$ cat src/sv/ttpe_pkg.sv
`default_nettype none
package ttpe_pkg;

    localparam int ADDR_BITS_DEF        = 12;
    localparam int ARG_SLOTS_DEF        = 32;
    localparam int MAX_ACCESS_BYTES_DEF = 16;

    localparam int TAG_W    = 56;
    localparam int ID_W     = 48;
    localparam int SEL_W    = 7;
    localparam int FUNC_W   = 4;
    localparam int SLOT_W   = 5;
    localparam int SIZE_W   = 3;
    localparam int ADDR_MAX = 24;
    localparam int NB_W     = 5;

    localparam logic [FUNC_W-1:0] FUNC_BINARY = 4'd0;
    localparam logic [FUNC_W-1:0] FUNC_SELECT = 4'd1;
    localparam logic [FUNC_W-1:0] FUNC_LOAD   = 4'd2;
    localparam logic [FUNC_W-1:0] FUNC_STORE  = 4'd3;
    localparam logic [FUNC_W-1:0] FUNC_FILL   = 4'd4;
    localparam logic [FUNC_W-1:0] FUNC_MOVE   = 4'd5;
    localparam logic [FUNC_W-1:0] FUNC_ARGST  = 4'd6;
    localparam logic [FUNC_W-1:0] FUNC_ARGLD  = 4'd7;
    localparam logic [FUNC_W-1:0] FUNC_RETST  = 4'd8;
    localparam logic [FUNC_W-1:0] FUNC_RETLD  = 4'd9;
    localparam logic [FUNC_W-1:0] FUNC_CONST  = 4'd10;

    typedef enum logic [3:0] {
        OP_BINARY, OP_SELECT, OP_LOAD, OP_STORE, OP_FILL, OP_MOVE,
        OP_ARGST, OP_ARGLD, OP_RETST, OP_RETLD, OP_CONST, OP_NOP
    } t_op;

    typedef struct packed {
        t_op                 op;
        logic [TAG_W-1:0]    tag_a;
        logic [TAG_W-1:0]    tag_b;
        logic                cond;
        logic [ADDR_MAX-1:0] addr;
        logic [ADDR_MAX-1:0] src;
        logic [NB_W-1:0]     nbytes;
        logic [ADDR_MAX:0]   len;
        logic [SLOT_W:0]     slot;
    } t_item;

    typedef struct packed {
        logic pop;
        logic clearing;
    } t_back_ctl;

    typedef enum logic [3:0] {
        ST_CLEAR, ST_IDLE, ST_DISPATCH, ST_LOAD, ST_LOAD_END, ST_LOAD_FIN,
        ST_STORE, ST_FILL, ST_MV_RD, ST_MV_RD_END, ST_MV_WR, ST_MV_WR_END
    } t_state;

endpackage
`default_nettype wire

$ cat src/sv/ttpe_front.sv
`default_nettype none
module ttpe_front #(
    parameter int ADDR_BITS        = ttpe_pkg::ADDR_BITS_DEF,
    parameter int MAX_ACCESS_BYTES = ttpe_pkg::MAX_ACCESS_BYTES_DEF
) (
    input  wire logic                          i_clk,
    input  wire logic                          i_rst_n,
    input  wire logic                          push,
    output logic                               full,
    input  wire logic [ttpe_pkg::FUNC_W-1:0]   i_func,
    input  wire logic [ttpe_pkg::TAG_W-1:0]    i_tag_a,
    input  wire logic [ttpe_pkg::TAG_W-1:0]    i_tag_b,
    input  wire logic                          i_cond,
    input  wire logic [ADDR_BITS-1:0]          i_address,
    input  wire logic [ADDR_BITS-1:0]          i_src_address,
    input  wire logic [ttpe_pkg::SIZE_W-1:0]   i_size_code,
    input  wire logic [ADDR_BITS:0]            i_length,
    input  wire logic [ttpe_pkg::SLOT_W-1:0]   i_slot,
    input  wire ttpe_pkg::t_back_ctl           i_ctl,
    output logic                               o_valid,
    output ttpe_pkg::t_item                    o_item
);

    localparam logic [ADDR_BITS:0] DEPTH_V = {1'b1, {ADDR_BITS{1'b0}}};
    localparam logic [ttpe_pkg::NB_W-1:0] MAXB = ttpe_pkg::NB_W'(MAX_ACCESS_BYTES);

    ttpe_pkg::t_item          dec;
    logic [ttpe_pkg::NB_W-1:0] nb_raw;
    ttpe_pkg::t_item          r_q [2];
    logic                     r_wp;
    logic                     r_rp;
    logic [1:0]               r_cnt;
    logic                     take;
    logic                     give;

    always_comb begin
        dec        = '0;
        dec.tag_a  = i_tag_a;
        dec.tag_b  = i_tag_b;
        dec.cond   = i_cond;
        dec.addr   = ttpe_pkg::ADDR_MAX'(i_address);
        dec.src    = ttpe_pkg::ADDR_MAX'(i_src_address);
        dec.slot   = {1'b0, i_slot};
        nb_raw     = ttpe_pkg::NB_W'(1) << i_size_code;
        if (i_size_code > 3'd4 || nb_raw > MAXB) begin
            dec.nbytes = MAXB;
        end else begin
            dec.nbytes = nb_raw;
        end
        if (i_length > DEPTH_V) begin
            dec.len = (ttpe_pkg::ADDR_MAX + 1)'(DEPTH_V);
        end else begin
            dec.len = (ttpe_pkg::ADDR_MAX + 1)'(i_length);
        end
        unique case (i_func)
            ttpe_pkg::FUNC_BINARY: dec.op = ttpe_pkg::OP_BINARY;
            ttpe_pkg::FUNC_SELECT: dec.op = ttpe_pkg::OP_SELECT;
            ttpe_pkg::FUNC_LOAD:   dec.op = ttpe_pkg::OP_LOAD;
            ttpe_pkg::FUNC_STORE:  dec.op = ttpe_pkg::OP_STORE;
            ttpe_pkg::FUNC_FILL:   dec.op = ttpe_pkg::OP_FILL;
            ttpe_pkg::FUNC_MOVE:   dec.op = ttpe_pkg::OP_MOVE;
            ttpe_pkg::FUNC_ARGST:  dec.op = ttpe_pkg::OP_ARGST;
            ttpe_pkg::FUNC_ARGLD:  dec.op = ttpe_pkg::OP_ARGLD;
            ttpe_pkg::FUNC_RETST:  dec.op = ttpe_pkg::OP_RETST;
            ttpe_pkg::FUNC_RETLD:  dec.op = ttpe_pkg::OP_RETLD;
            ttpe_pkg::FUNC_CONST:  dec.op = ttpe_pkg::OP_CONST;
            default:               dec.op = ttpe_pkg::OP_NOP;
        endcase
    end

    assign full    = (r_cnt == 2'd2) || i_ctl.clearing;
    assign take    = push && !full;
    assign o_valid = (r_cnt != 2'd0);
    assign give    = i_ctl.pop && o_valid;
    assign o_item  = r_q[r_rp];

    always_ff @(posedge i_clk) begin
        if (take) begin
            r_q[r_wp] <= dec;
        end
        if (!i_rst_n) begin
            r_wp  <= 1'b0;
            r_rp  <= 1'b0;
            r_cnt <= 2'd0;
        end else begin
            if (take) begin
                r_wp <= ~r_wp;
            end
            if (give) begin
                r_rp <= ~r_rp;
            end
            r_cnt <= r_cnt + {1'b0, take} - {1'b0, give};
        end
    end

endmodule
`default_nettype wire

$ cat config.mk
export PLATFORM = sky130hd
export DESIGN_NAME = ttpe_front
export DESIGN_NICKNAME = d
export VERILOG_FILES = /design/src/sv/ttpe_pkg.sv /design/src/sv/ttpe_front.sv
export SDC_FILE = /design/constraint.sdc
export NUM_CORES = 1
export LEC_CHECK = 0
export BUFFER_PORTS_ARGS = -buffer_cell sky130_fd_sc_hd__buf_2
export CORE_MARGIN = 3
export CORE_UTILIZATION = 30
export CTS_CLUSTER_SIZE = 8
export DETAILED_ROUTE_END_ITERATION = 10
export PLACE_DENSITY = 0.52
export SLEW_MARGIN = 20
export SYNTH_ARGS = -nofsm -noshare
export SYNTH_HDL_FRONTEND = slang
export SYNTH_SLANG_ARGS = --single-unit
$ cat constraint.sdc
create_clock -name i_clk -period 12 [get_ports i_clk]
set_input_delay 1.8 -clock i_clk [delete_from_list [all_inputs] [get_ports i_clk]]
set_output_delay 1.8 -clock i_clk [all_outputs]
set_load 0.005 [all_outputs]
==> results.cfg, run 1 <==
[timing]
slew_viol_final = 0
skew_ns = 0.0103
fin_crit_sh_pct = 37.3
hold_viol = 0
hold_slack_ns = 0.514
rsz0062_at_grt = false
layout_min_cycle_time_ns = 4.47
worst_slew_pin_slew_ns = 0.964
fin_setup_tns_ns = 0
slew_headroom_pct = 35.7
setup_viol = 0
fmax_ghz = 0.224
fin_ws_ns = 7.53

[clocking]
cts.htree.levels = 2
cts-hold-fix-buffers = 0
cts_tree = yes
ctsLongestPathBuffers = 3
clkLatencyLatePin_ns = 0.54
cts_resized = 0
root_buffer = clkbuf_16
cts.clk_slew.worst_paths_ns = 0.05
cts_made_buffers = 47
post_cts_buffers = 0
cts_sinks = 333

[global_routing]
grt_util_all_layers_pct = 11.8
grt_overflow = 0
grt_pass1_wl_mm = 40.1
grt_antenna_before_repair = 3
grt_max_degree = 75
grt_pass1_vias = 6866

[place]
dpl_cell_area_um2 = 14600
dp_cells = 1446
place_ws_ns = 7.48
portBuffers = 332
place_hpwl_mm = 17.6
finalWeightedCongestion = 0.718

[worst_setup_path]
slowest_delay_ns = 0.71
r2r_cells = 5
cp.required_ns = 10.20
path_delay_family = buffers and inverters
crit_chain = buf_4 > buf_16 > mux2_2 > buf_2
cp.arrival_ns = 2.67
setup.worst_path.end_class = primary output
crit_fanout = 52
worstSetupPathType = reg2out
r2r_end = r_q[1][126]$_DFFE_PP_
cp_num_buf_inv = 3
cp-start-kind = flop
critical_path.slowest_cell = dfxtp_4
r2r_slack_ns = 9.04
worstReg2RegStart = r_cnt[0]$_SDFF_PN0_

[finish]
multi_input_area_um2 = 2260
layout-drive-gt1-share_pct = 57.4
fin_util_pct = 38.7
postLayoutCellArea_um2 = 15900
fillers = 3915
finalNetCount = 1133
regArea_um2 = 9950
finalNonFillerCells = 1507
area_growth_pct = 26.4

[floorplan]
dieArea_um2 = 44500
die_y_um = 211
coreArea_um2 = 41100
initial_core_util_pct = 30.6
io_pins = 370
placementRows = 74
die_x_um = 211

[detailed_routing]
num_vias = 6484
drtPass1Iterations = 4
wl_per_cell_um = 18.1
drt_iter0_markers = 243
drc = 0
ant_nets = 0
wl_mm = 27.2
via_per_inst = 4.30

[synth]
async_flop_share_pct = 0
synth_seq_area_share_pct = 79.0
yosysMostFrequentCell = edfxtp_1
netlist_area_um2 = 12600
synth_warnings = 0
synth_seq_cells = 333
syn_inst = 596
yosys.area.top_type = edfxtp_1
synth_top_area_share_pct = 78.2
synth_edf_count = 328
synth_area_leaders = edfxtp_1, mux2_2, buf_4
avgSynthCellArea_um2 = 21.1
ys.flop_type = edfxtp_1
synth_common_cells = edfxtp_1, mux2_2, buf_4
ys_types = 24

[power_and_ir_drop]
leakagePower_nw = 5.88
power_density_nw_per_um2 = 194
peakVddDrop_uv = 137
finalPower_mw = 3.09

[hold_path]
min_from = r_wp$_SDFFE_PN0P_
min_to = r_wp$_SDFFE_PN0P_
holdPathStages = 2
hp-class = reg2reg

[run]
cap_violations = 0

[status]
status = finished clean
-- layer usage --
metal / global-route usage, % / vias up / part of all wire, %
met3: 4.32 / 57 / 8.0
met2: 19.2 / 222 / 48
met1: 14.1 / 3236 / 40
li1: - / 2965 / -
met5: 0 / - / 0.099
met4: 5.15 / 4 / 3.1
-- cell usage in the layout (no fill, tap or decap) --
master | netlist | final
a21o_1 | 2 | 2
and2_1 | 2 | 2
and3b_1 | 1 | 1
buf_16 | 0 | 1
buf_2 | 0 | 332
buf_4 | 37 | 8
clkbuf_1 | 3 | 9
clkbuf_16 | 0 | 49
clkbuf_8 | 13 | 1
conb_1 | 1 | 37
dfxtp_1 | 5 | 4
dfxtp_4 | 0 | 1
diode_2 | 0 | 1
edfxtp_1 | 328 | 328
ha_1 | 2 | 2
inv_1 | 2 | 2
mux2_2 | 164 | 164
mux2i_1 | 1 | 1
nand2_1 | 2 | 2
nand2b_1 | 2 | 2
nand3b_1 | 1 | 1
nor2_4 | 0 | 2
nor2b_1 | 15 | 15
nor3_1 | 1 | 1
nor3b_1 | 2 | 2
o21a_1 | 1 | 1
or2_2 | 1 | 1
xnor2_1 | 3 | 3
-- worst register-to-register path, cell delays in order, from the launching register on --
cell	delay (ns)
dfxtp_1	0.37
nand2b_1	0.14
nand3b_1	0.24
nor2_4	0.52
buf_4	0.55
buf_4	0.72
-- report_power, final --
group	internal, mW	switching (mW)
Clock	0.725	0.438
Sequential	1.37	0.0343
Combinational	0.269	0.251
-- sequential cells by signal, indices dropped and copies added, names as in the netlist, named ones only --
name and count:
r_q 328, r_rp 1, r_cnt 2, r_wp 1
-- area by class of cell --
| cell class | count | share of cell area (%) |
|---|---|---|
| Multi-Input combinational cell | 239 | 14.2 |
| Sequential cell | 333 | 62.5 |
| Tap cell | 532 | 4.18 |
| Timing Repair Buffer | 341 | 11.0 |
| Inverter | 2 | 0.0472 |
| Clock buffer | 59 | 8.00 |
| Antenna cell | 1 | 0.0157 |
-- kinds of logic after synthesis --
kind of cell	Yosys count	share of synthesized area (%)
other cells	1	0.0298
flops	333	79.0
buf+inv	60	4.22
compound gates	3	0.179
fa+ha+maj	2	0.199
xor+xnor	3	0.209
simple gates	29	1.40
mux	165	14.7
-- worst max-delay path by stage --
stage	from	end	cells after the start
after floorplan	i_ctl[0]	r_q[0][0]$_DFFE_PP_	2
after global placement	i_ctl[0]	r_q[1][124]$_DFFE_PP_	5
after detailed placement	i_ctl[0]	r_q[1][124]$_DFFE_PP_	5
after CTS	flop	o_item[180]	3
after global routing	flop	o_item[180]	4
final	flop	o_item[180]	4
Power figures use the tool's default switching activity.
==> run 2, diff against run 1 <==
Settings changed: ABC_AREA set to 1.
Clock period 12 ns to 4.3 ns, I/O delays scaled along.
==> run 2 against run 1 <==
Effect of this change:
- register-to-register slack worse by 6.8 ns
- total power grew to 2.8 times the previous value
- clock skew is 0.00088 ns higher
- design area is 0.50% higher
- wire length is 0.43% higher
==> results.cfg, run 2 <==
[clocking]
ctsLongestPathBuffers = 3
cts.clk_slew.worst_paths_ns = 0.05
clkLatencyLatePin_ns = 0.55
post_cts_buffers = 0
cts_resized = 0
cts_made_buffers = 47
cts-hold-fix-buffers = 0
cts.htree.levels = 2
root_buffer = clkbuf_16
cts_sinks = 333
cts_tree = yes

[timing]
rsz0062_at_grt = false
skew_ns = 0.0112
hold_viol = 0
layout_min_cycle_time_ns = 2.92
worst_slew_pin_slew_ns = 1.02
fin_setup_tns_ns = 0
slew_viol_final = 0
setup_viol = 0
fmax_ghz = 0.343
slew_headroom_pct = 31.9
hold_slack_ns = 0.281
fin_crit_sh_pct = 67.8
fin_ws_ns = 1.38

[synth]
netlist_area_um2 = 12600
avgSynthCellArea_um2 = 20.0
synth_top_area_share_pct = 77.9
synth_warnings = 0
yosys.area.top_type = edfxtp_1
ys.flop_type = edfxtp_1
synth_area_leaders = edfxtp_1, mux2_2, buf_4
synth_seq_area_share_pct = 78.7
async_flop_share_pct = 0
syn_inst = 633
synth_edf_count = 328
yosysMostFrequentCell = edfxtp_1
synth_common_cells = edfxtp_1, mux2_2, buf_4
ys_types = 19
synth_seq_cells = 333

[floorplan]
initial_core_util_pct = 30.7
io_pins = 370
die_x_um = 211
die_y_um = 211
coreArea_um2 = 41200
placementRows = 74
dieArea_um2 = 44700

[detailed_routing]
ant_nets = 0
via_per_inst = 4.28
num_vias = 6580
drtPass1Iterations = 6
wl_per_cell_um = 17.8
drc = 0
wl_mm = 27.3
drt_iter0_markers = 206

[status]
status = finished clean

[finish]
layout_common_cells = buf_2, edfxtp_1, mux2_2, clkbuf_16, conb_1
area_growth_pct = 26.5
top_regs = r_q x328, r_cnt x2
finalNonFillerCells = 1538
antenna-diode-count = 0
postLayoutCellArea_um2 = 16000
layout-drive-gt1-share_pct = 55.2
final_common_cell = buf_2
top_register = r_q
largest_reg_flops = 328
finalNetCount = 1165

[global_routing]
grt_max_degree = 165
grt_util_all_layers_pct = 11.8
grt_overflow = 0
grt_pass1_vias = 6891
grt_antenna_before_repair = 3
grt_pass1_wl_mm = 40.0

[run]
cap_violations = 0

[worst_setup_path]
worstSetupPathType = reg2out
critical_path.slowest_cell = buf_12
cp.required_ns = 3.65
setup.worst_path.end_class = primary output
slowest_delay_ns = 0.61
cp.arrival_ns = 2.27
cp-start-kind = flop
worstReg2RegStart = r_cnt[0]$_SDFF_PN0_
crit_fanout = 164
crit_chain = buf_12 > mux2_2 > buf_2

[power_and_ir_drop]
leakagePower_nw = 5.97
peakVddDrop_uv = 279
power_density_nw_per_um2 = 543

[hold_path]
min_from = i_address[5]
hp-class = in2reg

[place]
dpl_cell_area_um2 = 14700
place_ws_ns = 1.86
portBuffers = 332
place_hpwl_mm = 17.4
finalWeightedCongestion = 0.710
dp_cells = 1479
[run 2: report_power, final]
group | internal, mW | leakage (nW) | switching [mW]
registers | 3.86 | 3.05 | 0.0479
clock network | 1.99 | 0.620 | 1.25
logic | 0.754 | 2.30 | 0.777
total | 6.61 | 5.97 | 2.08
[run 2: layout make-up]
class,count,area (um^2)
multi-input cells,252,2250
clock buffers,57,1240
flip-flops and latches,333,9950
fillers,3875,25200
inverters,25,93.8
well taps,532,666
clock inverters,2,25.0
repair buffers,337,1760
[run 2: path summary, 6_finish.rpt]
kind	to	slack, ns	cells after the start
worst max register to register	r_q[0][65]$_DFFE_PP_	2.24	5
worst min register to register	r_rp$_SDFFE_PN0P_	0.48	2
worst min-delay path	r_q[0][40]$_DFFE_PP_	0.28	1
worst max-delay path	o_item[62]	1.38	3
[run 2: critical path: cells and delay by family (launching register included)]
kind | cells | cell delay, ns
flops | 1 | 0.34
mux | 1 | 0.45
buf+inv | 2 | 0.75
[run 2: logic make-up after synthesis]
kind of cell,Yosys count,share of synthesized area [%]
flip-flops,333,78.7
AO/OA/AOI/OAI,18,0.752
multiplexers,164,14.6
XOR/XNOR,1,0.0693
other,1,0.0297
buffers and inverters,84,4.73
adder cells (fa/ha/maj),2,0.198
AND/OR/NAND/NOR,30,0.940
[run 2: per-stage QoR]
step | total power [mW] | util, %
after detailed placement | 5.54 | 35.7
after global placement | 5.53 | 35.7
after global routing | 9.11 | 38.8
final | 8.68 | 38.8
after CTS | 8.87 | 38.8
after floorplan | 4.96 | -
[run 2: routing by layer]
metal  track usage [%]  routed length, um
met5                 0                 44
met4              4.53                600
met3              3.97               2100
met2              19.9              13500
met1              14.1              11100
==> run 3, diff against run 2 <==
Settings changed: PLACE_DENSITY 0.52 to 0.54.
Clock period 4.3 ns to 2.4 ns, I/O delays scaled along.
==> run 3 against run 2 <==
Effect of this change:
- total power up 83%
- critical path type unchanged
- clock power up 79%
- register-to-register slack worse by 1.5 ns
- critical endpoint is now o_item[34]
- via count up 8.6%
==> results.cfg, run 3 (same netlist as run 2, synthesis figures left out) <==
[detailed_routing]
ant_nets = 0
drtPass1Iterations = 4
via_per_inst = 4.21
wl_mm = 28.5
drt_iter0_markers = 293
drc = 0
wl_per_cell_um = 16.8
num_vias = 7144

[finish]
finalNetCount = 1315
final_common_cell = buf_2
top_register = r_q
area_growth_pct = 38.8
finalNonFillerCells = 1695
largest_reg_flops = 328
layout-drive-gt1-share_pct = 48.8
top_regs = r_q x328, r_cnt x2
antenna-diode-count = 0
postLayoutCellArea_um2 = 17600
layout_common_cells = buf_2, edfxtp_1, mux2_2, dlygate4sd3_1, clkbuf_16
fin_util_pct = 42.6

[timing]
fmax_ghz = 0.431
slew_viol_final = 0
fin_setup_tns_ns = 0
layout_min_cycle_time_ns = 2.32
fin_crit_sh_pct = 96.7
slew_headroom_pct = 57.4
skew_ns = 0.0132
worst_slew_pin_slew_ns = 0.640
rsz0062_at_grt = true
fin_ws_ns = 0.0789
setup_viol = 0
hold_viol = 0
hold_slack_ns = 0.0419

[clocking]
cts.htree.levels = 2
ctsLongestPathBuffers = 3
cts.clk_slew.worst_paths_ns = 0.05
cts_made_buffers = 47
cts_sinks = 333
cts_tree = yes
clkLatencyLatePin_ns = 0.55
root_buffer = clkbuf_16

[worst_setup_path]
worstSetupPathType = reg2out
worstReg2RegStart = r_cnt[0]$_SDFF_PN0_
r2r_cells = 6
cp.required_ns = 2.04
setup.worst_path.end_class = primary output
cp.arrival_ns = 1.96
r2r_end = r_q[0][134]$_DFFE_PP_
crit_fanout = 61
cp-start-kind = flop
r2r_slack_ns = 0.72

[hold_path]
hp-class = in2reg
min_to = r_q[0][31]$_DFFE_PP_
holdPathStages = 1
min_from = i_src_address[8]

[power_and_ir_drop]
leakagePower_nw = 6.64
peakVddDrop_uv = 592
power_density_nw_per_um2 = 904
finalPower_mw = 15.9

[status]
status = finished clean

[global_routing]
grt_pass1_vias = 7549
grt_overflow = 0
grt_pass1_wl_mm = 42.4
grt_antenna_before_repair = 1
grt_util_all_layers_pct = 12.3
grt_max_degree = 91

[place]
place_hpwl_mm = 18.0
dp_cells = 1488
finalWeightedCongestion = 0.701
place_ws_ns = 0.606
dpl_cell_area_um2 = 14800
portBuffers = 332

[floorplan]
die_y_um = 211
dieArea_um2 = 44700
placementRows = 74
initial_core_util_pct = 30.7
io_pins = 370
coreArea_um2 = 41200
die_x_um = 211

[run]
cap_violations = 0
[run 3: final cells by class]
class,count,area (um^2)
sequential,333,9950
tap,532,666
multi-input combinational,252,2280
fill,3727,23600
timing repair buffer,487,3280
clock buffer,64,1250
clock inverter,2,32.5
inverter,25,93.8
[run 3: worst max path at each step]
stage,end,slack (ns),depth (start not counted)
after detailed placement,o_item[182],0.61,3
final,o_item[34],0.08,3
after global routing,o_item[11],-0.03,3
after global placement,o_item[182],0.61,3
after floorplan,r_q[0][0]$_DFFE_PP_,-1.02,4
after CTS,o_item[10],-0.005,3
[run 3: layer usage]
| metal | vias up | share of wire (%) | track usage [%] |
|---|---|---|---|
| li1 | 3358 | - | - |
| met1 | 3493 | 41 | 14.9 |
| met2 | 232 | 49 | 20.5 |
| met3 | 59 | 7.3 | 3.75 |
| met4 | 2 | 3.0 | 5.47 |
| met5 | - | 0.046 | 0 |
[run 3: where the power goes]
group / switching (mW) / total, mW / internal [mW]
registers: 0.123 / 7.04 / 6.91
clock network: 2.26 / 5.82 / 3.56
logic: 1.43 / 3.02 / 1.58
total: 3.82 / 15.9 / 12.1
[run 3: worst max-delay path, stage by stage (launching register included)]
cell,delay (ns)
dfxtp_4,0.50
buf_16,0.35
mux2_2,0.40
buf_2,0.13
[run 3: repair_timing]
action,4_1_cts,5_1_grt
hold buffers,141,0
endpoints found under the setup margin,18,58
setup buffers,0,0
hold endpoints to repair,282,0
resized for setup,4,2
